<file path="config.mk">
export PLATFORM = sky130hd
export DESIGN_NAME = single_wire_sensor_pulse_decoder
export DESIGN_NICKNAME = d
export VERILOG_FILES = /design/src/rtl/core/swd_pkg.sv /design/src/rtl/core/swd_fifo.sv /design/src/rtl/core/swd_core.sv /design/src/rtl/core/single_wire_sensor_pulse_decoder.sv
export SDC_FILE = /design/constraint.sdc
export NUM_CORES = 1
export LEC_CHECK = 0
export ABC_CLOCK_PERIOD_IN_PS = 5890
export BUFFER_PORTS_ARGS = -buffer_cell sky130_fd_sc_hd__buf_2
export CAP_MARGIN = 15
export CORE_ASPECT_RATIO = 1.5
export CORE_MARGIN = 3
export CORE_UTILIZATION = 43
export CTS_BUF_LIST = sky130_fd_sc_hd__clkbuf_8
export DETAILED_ROUTE_END_ITERATION = 8
export SLEW_MARGIN = 20
export SYNTH_ARGS = -nofsm -noshare
export SYNTH_HDL_FRONTEND = slang
export SYNTH_SLANG_ARGS = --single-unit
</file>
<file path="constraint.sdc">
create_clock -name clk_i -period 5.89 [get_ports clk_i]
set_input_delay 0.2945 -clock clk_i [delete_from_list [all_inputs] [get_ports clk_i]]
set_output_delay 0.2945 -clock clk_i [all_outputs]
set_load 0.005 [all_outputs]
</file>
<file path="src/rtl/core/swd_pkg.sv">
// shared types and constants of the single-wire sensor pulse decoder
`default_nettype none

package swd_pkg;

  localparam int unsigned NumPhasesDef  = 83;
  localparam int unsigned FirstBitPhase = 4;
  localparam int unsigned MaxBits       = 40;
  localparam int unsigned NumBytes      = 5;
  localparam int unsigned QueueDepth    = 2;

  localparam int unsigned CfgIdxW  = 2;
  localparam int unsigned CfgDataW = 16;

  localparam logic [15:0] StartLowRst  = 16'd18000;
  localparam logic [7:0]  ThresholdRst = 8'd30;
  localparam logic [7:0]  TimeoutRst   = 8'd200;

  typedef enum logic [CfgIdxW-1:0] {
    CfgStartLow  = 2'd0,
    CfgThreshold = 2'd1,
    CfgTimeout   = 2'd2
  } cfg_idx_e;

  typedef struct packed {
    logic line_level;
    logic start_read;
  } in_t;

  typedef struct packed {
    logic       drive_low;
    logic       busy_res;
    logic       done_res;
    logic       timed_out;
    logic [7:0] humidity_int;
    logic [7:0] humidity_frac;
    logic [7:0] temp_int;
    logic [7:0] temp_frac;
    logic [7:0] check_byte;
    logic [5:0] bits_received;
  } res_t;

endpackage

`default_nettype wire

</file>
<file path="src/rtl/core/swd_fifo.sv">
// two-entry word queue used on both sides of the decoder
`default_nettype none

module swd_fifo #(
  parameter type T = logic
) (
  input  logic clk_i,
  input  logic rst_ni,
  input  logic push_i,
  input  T     wdata_i,
  output logic full_o,
  input  logic pop_i,
  output T     rdata_o,
  output logic empty_o
);
  import swd_pkg::*;

  localparam int unsigned PtrW = $clog2(QueueDepth);
  localparam int unsigned CntW = $clog2(QueueDepth + 1);

  T              mem_q [QueueDepth];
  logic [PtrW-1:0] wptr_q, rptr_q;
  logic [CntW-1:0] cnt_q;
  logic          do_push, do_pop;

  assign full_o  = (cnt_q == CntW'(QueueDepth));
  assign empty_o = (cnt_q == '0);
  assign do_push = push_i && !full_o;
  assign do_pop  = pop_i && !empty_o;
  assign rdata_o = mem_q[rptr_q];

  always_ff @(posedge clk_i) begin
    if (do_push) begin
      mem_q[wptr_q] <= wdata_i;
    end
  end

  always_ff @(posedge clk_i or negedge rst_ni) begin
    if (!rst_ni) begin
      wptr_q <= '0;
      rptr_q <= '0;
      cnt_q  <= '0;
    end else begin
      if (do_push) begin
        wptr_q <= (wptr_q == PtrW'(QueueDepth - 1)) ? '0 : wptr_q + 1'b1;
      end
      if (do_pop) begin
        rptr_q <= (rptr_q == PtrW'(QueueDepth - 1)) ? '0 : rptr_q + 1'b1;
      end
      case ({do_push, do_pop})
        2'b10:   cnt_q <= cnt_q + 1'b1;
        2'b01:   cnt_q <= cnt_q - 1'b1;
        default: cnt_q <= cnt_q;
      endcase
    end
  end

endmodule

`default_nettype wire

</file>
<file path="src/rtl/core/swd_core.sv">
// phase sequencer: start pulse, phase width measurement and bit capture
`default_nettype none

module swd_core #(
  parameter int unsigned NumPhases = swd_pkg::NumPhasesDef
) (
  input  logic                          clk_i,
  input  logic                          rst_ni,
  input  logic                          cfg_valid_i,
  input  logic [swd_pkg::CfgIdxW-1:0]   cfg_index_i,
  input  logic [swd_pkg::CfgDataW-1:0]  cfg_data_i,
  input  logic                          step_i,
  input  swd_pkg::in_t                  item_i,
  output swd_pkg::res_t                 res_o
);
  import swd_pkg::*;

  typedef enum logic [1:0] {
    ModeIdle    = 2'd0,
    ModeStart   = 2'd1,
    ModeMeasure = 2'd2
  } mode_e;

  localparam logic [6:0] PhaseLimit = 7'(NumPhases);
  localparam logic [6:0] FirstBit   = 7'(FirstBitPhase);
  localparam logic [5:0] BitLimit   = 6'(MaxBits);

  logic [15:0] start_low_q;
  logic [7:0]  threshold_q, timeout_q;

  mode_e       mode_q, mode_d;
  logic [15:0] start_cnt_q, start_cnt_d;
  logic [6:0]  edge_q, edge_d;
  logic [7:0]  width_q, width_d;
  logic        last_q, last_d;
  logic [7:0]  bytes_q [NumBytes];
  logic [7:0]  bytes_d [NumBytes];
  logic [5:0]  bits_q, bits_d;
  logic        drive, done, tmo, bit_val;

  always_comb begin
    mode_d      = mode_q;
    start_cnt_d = start_cnt_q;
    edge_d      = edge_q;
    width_d     = width_q;
    last_d      = last_q;
    bytes_d     = bytes_q;
    bits_d      = bits_q;
    drive       = 1'b0;
    done        = 1'b0;
    tmo         = 1'b0;
    bit_val     = (width_q > threshold_q);

    case (mode_q)
      ModeStart, ModeMeasure: ;
      default: begin
        mode_d = ModeIdle;
        if (item_i.start_read) begin
          for (int k = 0; k < NumBytes; k++) begin
            bytes_d[k] = '0;
          end
          bits_d      = '0;
          start_cnt_d = '0;
          mode_d      = ModeStart;
        end
      end
    endcase

    if (mode_d == ModeStart) begin
      drive       = 1'b1;
      start_cnt_d = start_cnt_d + 1'b1;
      if (start_cnt_d >= start_low_q || start_cnt_d == '0) begin
        mode_d  = ModeMeasure;
        edge_d  = '0;
        width_d = '0;
        last_d  = 1'b1;
      end
    end else if (mode_d == ModeMeasure) begin
      if (item_i.line_level == last_q) begin
        width_d = width_q + 1'b1;
        if (width_d == timeout_q) begin
          mode_d = ModeIdle;
          done   = 1'b1;
          tmo    = 1'b1;
        end
      end else begin
        last_d = item_i.line_level;
        if (edge_q >= FirstBit && !edge_q[0] && bits_q < BitLimit) begin
          for (int k = 0; k < NumBytes; k++) begin
            if (bits_q[5:3] == 3'(k)) begin
              bytes_d[k] = {bytes_q[k][6:0], bit_val};
            end
          end
          bits_d = bits_q + 1'b1;
        end
        edge_d  = edge_q + 1'b1;
        width_d = '0;
        if (edge_d >= PhaseLimit) begin
          mode_d = ModeIdle;
          done   = 1'b1;
        end
      end
    end
  end

  always_comb begin
    res_o.drive_low     = drive;
    res_o.busy_res      = (mode_d == ModeStart) || (mode_d == ModeMeasure);
    res_o.done_res      = done;
    res_o.timed_out     = tmo;
    res_o.humidity_int  = bytes_d[0];
    res_o.humidity_frac = bytes_d[1];
    res_o.temp_int      = bytes_d[2];
    res_o.temp_frac     = bytes_d[3];
    res_o.check_byte    = bytes_d[4];
    res_o.bits_received = bits_d;
  end

  always_ff @(posedge clk_i or negedge rst_ni) begin
    if (!rst_ni) begin
      start_low_q <= StartLowRst;
      threshold_q <= ThresholdRst;
      timeout_q   <= TimeoutRst;
    end else if (cfg_valid_i) begin
      case (cfg_idx_e'(cfg_index_i))
        CfgStartLow:  start_low_q <= cfg_data_i;
        CfgThreshold: threshold_q <= cfg_data_i[7:0];
        CfgTimeout:   timeout_q   <= cfg_data_i[7:0];
        default: ;
      endcase
    end
  end

  always_ff @(posedge clk_i or negedge rst_ni) begin
    if (!rst_ni) begin
      mode_q      <= ModeIdle;
      start_cnt_q <= '0;
      edge_q      <= '0;
      width_q     <= '0;
      last_q      <= 1'b1;
      bits_q      <= '0;
      for (int k = 0; k < NumBytes; k++) begin
        bytes_q[k] <= '0;
      end
    end else if (step_i) begin
      mode_q      <= mode_d;
      start_cnt_q <= start_cnt_d;
      edge_q      <= edge_d;
      width_q     <= width_d;
      last_q      <= last_d;
      bits_q      <= bits_d;
      bytes_q     <= bytes_d;
    end
  end

endmodule

`default_nettype wire

</file>
<file path="src/rtl/core/single_wire_sensor_pulse_decoder.sv">
// top level of the single-wire sensor pulse decoder
// usage:
//   each input word carries one sampled line level and a start request;
//   it is taken on a clock edge with push high and full low
//   every input word produces exactly one result word, in order
//   results wait in a two-word queue; the oldest is on res_o while empty
//   is low and leaves on an edge with pop high
//   a pushed word goes through the input queue and a sequencer step into the result queue before it is on res_o
//   throughput is one word per cycle while the result queue has room, set by the
//   single-step sequencer between the input queue and the result queue
//   when pop stays low the result queue fills, the sequencer holds, then
//   the input queue fills and full goes high; nothing is lost
//   configuration writes use cfg_valid_i / cfg_ready_o (always ready),
//   index 0 start low ticks, 1 bit threshold, 2 timeout ticks; write only
//   while no word is in flight
//   reset empties both queues, idles the sequencer, clears the bytes and
//   restores the default register values
`default_nettype none

module single_wire_sensor_pulse_decoder #(
  parameter int unsigned NumPhases = swd_pkg::NumPhasesDef
) (
  input  logic                          clk_i,
  input  logic                          rst_ni,
  input  logic                          push,
  input  swd_pkg::in_t                  in_i,
  output logic                          full,
  input  logic                          pop,
  output swd_pkg::res_t                 res_o,
  output logic                          empty,
  input  logic                          cfg_valid_i,
  output logic                          cfg_ready_o,
  input  logic [swd_pkg::CfgIdxW-1:0]   cfg_index_i,
  input  logic [swd_pkg::CfgDataW-1:0]  cfg_data_i
);
  import swd_pkg::*;

  in_t  item;
  res_t res_word;
  logic item_empty, res_full, step;

  assign cfg_ready_o = 1'b1;
  assign step        = !item_empty && !res_full;

  swd_fifo #(.T(in_t)) u_front (
    .clk_i   (clk_i),
    .rst_ni  (rst_ni),
    .push_i  (push),
    .wdata_i (in_i),
    .full_o  (full),
    .pop_i   (step),
    .rdata_o (item),
    .empty_o (item_empty)
  );

  swd_core #(.NumPhases(NumPhases)) u_core (
    .clk_i       (clk_i),
    .rst_ni      (rst_ni),
    .cfg_valid_i (cfg_valid_i),
    .cfg_index_i (cfg_index_i),
    .cfg_data_i  (cfg_data_i),
    .step_i      (step),
    .item_i      (item),
    .res_o       (res_word)
  );

  swd_fifo #(.T(res_t)) u_back (
    .clk_i   (clk_i),
    .rst_ni  (rst_ni),
    .push_i  (step),
    .wdata_i (res_word),
    .full_o  (res_full),
    .pop_i   (pop),
    .rdata_o (res_o),
    .empty_o (empty)
  );

`ifndef NO_ASSERTIONS
  a_done_not_busy: assert property (@(posedge clk_i) disable iff (!rst_ni)
    !empty |-> !(res_o.done_res && res_o.busy_res))
    else $error("finished read still marked busy");

  a_timeout_done: assert property (@(posedge clk_i) disable iff (!rst_ni)
    (!empty && res_o.timed_out) |-> res_o.done_res)
    else $error("timeout flag without done");

  a_drive_busy: assert property (@(posedge clk_i) disable iff (!rst_ni)
    (!empty && res_o.drive_low) |-> (res_o.busy_res && !res_o.done_res))
    else $error("line driven outside start pulse");

  a_bit_limit: assert property (@(posedge clk_i) disable iff (!rst_ni)
    !empty |-> (res_o.bits_received <= 6'(MaxBits)))
    else $error("bit count above limit");
`endif

endmodule

`default_nettype wire
</file>
* Word level (Yosys, flattened, before mapping)
Memory sizes are Yosys's and may differ from the RTL's.
Cells that the tools add are included.
** Storage, ports and cells
- Output and inout port bits :: 53
- RAM bits :: 104
- Register bits :: 120
- Memories kept :: 2
** Operators by class
- Reductions and logical operators :: 28
- Equality and inequality tests :: 22
- Magnitude comparators :: 5
- Multiplexer cells :: 59
- $add $sub $neg :: 12
** Memory list
- u_back.mem_q :: words 2, bits a word 50, read ports 1, clocked after Yosys merged registers in 0, wr ports 1, line swd_fifo.sv:21 : T mem_q [QueueDepth];
- u_front.mem_q :: words 2, bits a word 2, read ports 1, clocked after Yosys merged registers in 0, wr ports 1, line swd_fifo.sv:21
** Operators by type and width (number)
- 40-bit two-way mux :: 6
- 8-bit two-way mux :: 9
- 16-bit two-way mux :: 3
- 6-bit two-way mux :: 6
- 7-bit two-way mux :: 4
- 1-bit two-way mux :: 22
- 16-bit by 1-bit adder with 16-bit output, second input constant :: 1
- 2-bit == test, second input constant :: 8
- 16-bit >= comparator :: 1
- 16-bit logical NOT :: 1
- 2-bit two-way mux :: 7
- 2-bit by 1-bit == test with 1-bit output, second input constant :: 6
- 8-bit by 1-bit adder with 8-bit output, second input constant :: 1
- 8-bit == test :: 1
- 8-bit > comparator :: 1
- 2-bit case mux with 2 select lines :: 2
- 7-bit by 1-bit adder with 7-bit output, second input constant :: 1
- 7-bit by 3-bit >= comparator with 1-bit output, second input constant :: 1
- 7-bit >= comparator, second input constant :: 1
- 1-bit logical AND :: 7
- 6-bit by 1-bit adder with 6-bit output, second input constant :: 1
- 3-bit by 2-bit == test with 1-bit output, second input constant :: 2
- 2-bit logical NOT :: 3
- 6-bit < comparator, second input constant :: 1
- other kinds (16) :: 30

* Longest topological paths before layout
- Depth in word-level cells :: 10
- Gate-level depth with buffers :: 22

* Modules after synthesis
From an unflattened synthesis, not the netlist that was laid out.
** Second synthesis, totals
- Cells, all modules :: 964
- Area total of the unflattened synthesis :: 11304.6 um^2
** By module, submodules not included
- swd_core :: cells each 763, instances 1, sequential area each 2819.0 um^2, area an instance 6892.9 um^2
- swd_fifo (u_back) :: cells each 174, instances 1, sequential area each 3103.0 um^2, area an instance 4057.6 um^2
- swd_fifo (u_front) :: cells each 24, instances 1, sequential area each 220.2 um^2, area an instance 339.1 um^2
- single_wire_sensor_pulse_decoder :: cells each 3, instances 1, sequential area each 0.0 um^2, area an instance 15.0 um^2

* Least setup slack after synthesis
No wires, ideal clock.
- Kind :: register to register
- From :: reg u_front.rptr_q
- To :: reg u_core.width_q[5]
- Stages on the path, launching flop included :: 20
- Setup time :: 0.110 ns
- Arrival :: 4.308 ns
- Buffers on the path :: 4
- Slack :: 1.472 ns
- Clock period less this slack :: 4.418 ns
- Cell sequence :: dfrtp_1 > mux2_2 > nand2_1 > clkbuf_1 > clkbuf_1 > and2_1 > ha_1 > buf_4 > nand4_4 > or4_1 > or3_2 > a21oi_2 > ha_1 > a21o_1 > a21oi_1 > o211a_1 > o21a_4 > buf_6 > o21ai_0 > o41ai_1
** Between the ends
- Cells in the longest elaborated chain, start to end :: 8
** RTL lines
- start, declared :: line swd_fifo.sv:22 : logic [PtrW-1:0] wptr_q, rptr_q;
- start signal, assigned :: line swd_fifo.sv:48 : rptr_q <= (rptr_q == PtrW'(QueueDepth - 1)) ? '0 : rptr_q + 1'b1;
- memory read 2 x 2 bit (*)
- 16-bit two-way mux :: line swd_core.sv:58 : if (item_i.start_read) begin
- 16-bit two-way mux :: line swd_core.sv:54 : case (mode_q)
- 16-bit by 1-bit adder with 16-bit output :: line swd_core.sv:71 : start_cnt_d = start_cnt_d + 1'b1;
- 16-bit >= comparator / 16-bit logical NOT (equally long branches) :: line swd_core.sv:72 : if (start_cnt_d >= start_low_q || start_cnt_d == '0) begin
- 1-bit logical OR :: line swd_core.sv:72
- 2-bit != test (no line)
- 3-bit AND reduction (no line)
- end signal, assigned :: line swd_core.sv:149 : width_q <= width_d;
- end, declared :: line swd_core.sv:34 : logic [7:0] width_q, width_d;
Mark *: on every way between the ends. The rest lies on a longest branch, timed or not. The select of a mux whose other input is x is not followed.
A chain may end at the register's enable or synchronous reset.

* Final worst setup path
- From :: reg u_front.rptr_q
- To :: reg u_core.edge_q[1]
** Between the ends
- Cells in the longest elaborated chain, start to end :: 8
** RTL lines
- memory read 2 x 2 bit (*)
- 16-bit two-way mux :: line swd_core.sv:58
- 16-bit two-way mux :: line swd_core.sv:54
- 16-bit by 1-bit adder with 16-bit output :: line swd_core.sv:71
- 16-bit >= comparator / 16-bit logical NOT (equally long branches) :: line swd_core.sv:72
- 1-bit logical OR :: line swd_core.sv:72
- 2-bit != test (no line)
- 4-bit AND reduction (no line)
- end signal, assigned :: line swd_core.sv:148 : edge_q <= edge_d;
- end, declared :: line swd_core.sv:33 : logic [6:0] edge_q, edge_d;
Mark *: on every way between the ends. The rest lies on a longest branch, timed or not.

==> flow_summary.yaml <==
flow_run:
  cap_violations: 0
yosys:
  syn_avg_cell_area_um2: 11.5
  syn-cell-area_mm2: 0.0110
  synth-seq-cells: 224
  synth.area.top_cells: "edfxtp_1, dfrtp_1, mux2_2"
  syn_nets: 1013
  synth-async-reset-ratio: 0.536
  yosysUniqueCellTypes: 75
  ys_seq_area_frac: 0.559
  yosysTopAreaCell: "edfxtp_1"
  synth_top_area_share: 0.284
  synth.most_common_cell: "nand2_1"
  ys_top_cells_by_count: "nand2_1, dfrtp_1, edfxtp_1"
  synth-warning-count: 0
  synth_edf_count: 104
  synthFlopType: "dfrtp_1"
  syn_inst: 953
timing:
  fin_crit_sh: 0.750
  maxSlewViolCount: 0
  fin_skew_ns: 0.0220
  fin_crit_ns: 4.42
  timing_hold_violations_final: 0
  maxSlewHeadroom: 0.442
  fmax_ghz: 0.226
  worstMarginPinSlew_ns: 0.829
  rsz0062_at_grt: "no"
  fin_setup_tns_ns: 0
  setup_violations: 0
clock_tree:
  cts_buffer_depth: 3
  clock_latency_ns: 0.53
  cts-buffers-inserted: 36
  cts-root-buf: "clkbuf_8"
  h-tree-depth: 2
  cts_hold_buf: 11
  post-cts-setup-buffer-count: 0
  clkSinkCount: 224
  cts_tree: "done"
  clk_pin_slew_worst_paths_ns: 0.06
  cts_resized: 0
die:
  start_util: 0.437
  die_x_um: 137
  rows: 71
  die-area_mm2: 0.0275
  die_h_um: 202
  io-pin-count: 78
  core_area_mm2: 0.0251
pwr:
  p_clk_frac: 0.230
  power_density_mw_per_mm2: 450
  combPwrFrac: 0.363
  p_int_w: 0.00361
  switching_share: 0.357
  max-vdd-ir-drop_v: 0.000259
  switching_power_w: 0.00201
  pwr-share-seq: 0.407
  p_leak_nw: 5.15
  power_w: 0.00562
critical_path:
  slowest_stage: "or4_1"
  crit_arrival_ns: 4.86
  crit_type: "reg -> reg"
  path_common_cell: "ha_1"
  critical_path.max_stage_delay_ns: 0.56
  crit_fanout: 13
  cp_cell_sequence: "mux2_2 -> nand2_1 -> and2_1 -> ha_1 -> nand4_4 -> or4_1 -> or3_2 -> a21oi_2 -> ha_1 -> a21o_1 -> a21oi_1 -> o211a_1 -> o21a_4 -> nor2_1 -> o21ai_0"
  cp-end-kind: "flip-flop"
  crit_path_start_kind: "flip-flop"
  critical_path_required_ns: 6.33
global_route:
  antenna_found_initial: 0
  track_usage: 0.172
  grt_max_degree: 77
  grt_pass1_vias: 7438
  grt-ovfl-total: 0
  grt_pass1_wl_um: 38200
placed_design:
  place.gp.congestion: 0.809
  place.detailed.hpwl_um: 15500
  io_buffer_count: 76
detailed_routing:
  routed_wl_um: 23100
  ant_nets: 0
  dr.first_iter.drc_count: 418
  wl_per_cell_um: 16.5
  vias: 7498
  drc_errors: 0
  drt_pass1_iterations: 4
  drt-vias-per-instance: 5.36
run_status:
  status: "finished clean"
hold_path:
  hold_class: "in -> reg"
cells_and_area:
  layout-drive-gt1-share: 0.236
  antenna_cells: 0
  area_growth_pct: 13.7
  nets: 1103
power by group through the flow:
stage | clock network, W | logic (W) | registers [W]
final | 0.00129 | 0.00204 | 0.00229
after global placement | 0 | 0.00207 | 0.00230
after CTS | 0.00134 | 0.00210 | 0.00229
after detailed placement | 0 | 0.00208 | 0.00232
after floorplan | 0 | 0.00136 | 0.00229
after global routing | 0.00140 | 0.00229 | 0.00233
cells in the final DEF (no fill, tap or decap), types with 11 or more instances in the layout:
cell type	netlist	final
inv_1	35	50
dfstp_2	13	13
dfrtp_1	107	106
nor2_1	44	43
ha_1	35	35
nand2_1	130	130
mux2_2	75	75
clkbuf_8	0	38
a21oi_1	20	20
o21ai_0	101	100
buf_4	8	14
a22o_1	49	49
buf_2	7	75
dlygate4sd3_1	0	11
xnor2_1	23	23
edfxtp_1	104	104
o31ai_1	11	11
nand3_1	21	21
layer usage:
layer | up-vias | GRT usage | share of wire
met1 | 3660 | 0.208 | 0.41
met3 | 47 | 0.0268 | 0.036
li1 | 3651 | - | -
met2 | 140 | 0.305 | 0.52
met5 | - | 0 | 0
met4 | 0 | 0.0641 | 0.027
logic make-up (layout without fill, tap and decap cells):
kind of cell,count (synthesis),count (layout),share of synthesized area
fa+ha+maj,35,35,0.0399
simple gates,264,264,0.121
other cells,1,1,0.000341
mux,83,83,0.0842
buf+inv,84,201,0.0330
flops,224,224,0.559
compound gates,229,229,0.136
xor+xnor,33,33,0.0263
worst max-delay path: cells and delay by family, from the launching register on:
| family | cells | cell delay, ns |
|---|---|---|
| adders and majority gates | 2 | 0.65 |
| muxes | 1 | 0.40 |
| and+or+nand+nor | 6 | 1.77 |
| AOI/OAI and AO/OA | 6 | 1.12 |
| DFF | 1 | 0.40 |
registers in the layout, indices dropped and copies added (netlist names), 2 cells and up:
signal	flops
u_front.cnt_q	2
u_core.threshold_q	8
u_core.mode_q	2
u_front.mem_q	4
u_back.cnt_q	2
u_core.start_low_q	16
u_core.width_q	8
u_back.mem_q	100
u_core.bits_q	6
u_core.bytes_q	40
u_core.edge_q	7
u_core.timeout_q	8
u_core.start_cnt_q	16
worst paths after layout:
kind | startpoint | to | slack, ns | cells after the start
hold reg to reg | u_back.rptr_q | u_back.rptr_q | 0.47 | 1
setup / recovery | u_front.rptr_q | u_core.edge_q[1] | 1.47 | 15
hold / removal | cfg_data_i[6] | u_core.start_low_q[6] | 0.03 | 3
min in group asynchronous | rst_ni | u_core.bytes_q[31] | 0.26 | 2
setup reg to reg | u_front.rptr_q | u_core.edge_q[1] | 1.47 | 15
max in group asynchronous | rst_ni | u_back.rptr_q | 4.39 | 4
area by class of cell:
| class | instances | area [µm²] |
|---|---|---|
| Fill cell | 2322 | 12700 |
| Timing Repair Buffer | 101 | 618 |
| Sequential cell | 224 | 6140 |
| Tap cell | 328 | 410 |
| Multi-Input combinational cell | 645 | 4490 |
| Clock inverter | 27 | 169 |
| Clock buffer | 38 | 523 |
| Inverter | 35 | 131 |
per-stage QoR:
stage / util / std cells / cell area [µm²] / setup WS (ns) / hold slack, ns
detailed placement: 0.464 / 1321 / 11700 / 1.47 / 0.463
global route: 0.497 / 1398 / 12500 / 1.17 / 0.0283
CTS: 0.496 / 1397 / 12500 / 1.45 / 0.00715
floorplan: - / 953 / 11000 / 1.47 / -0.00109
global placement: 0.464 / 1321 / 11700 / 1.58 / 0.451
finish: 0.497 / 1398 / 12500 / 1.47 / 0.0253
Power figures use the tool's default switching activity.
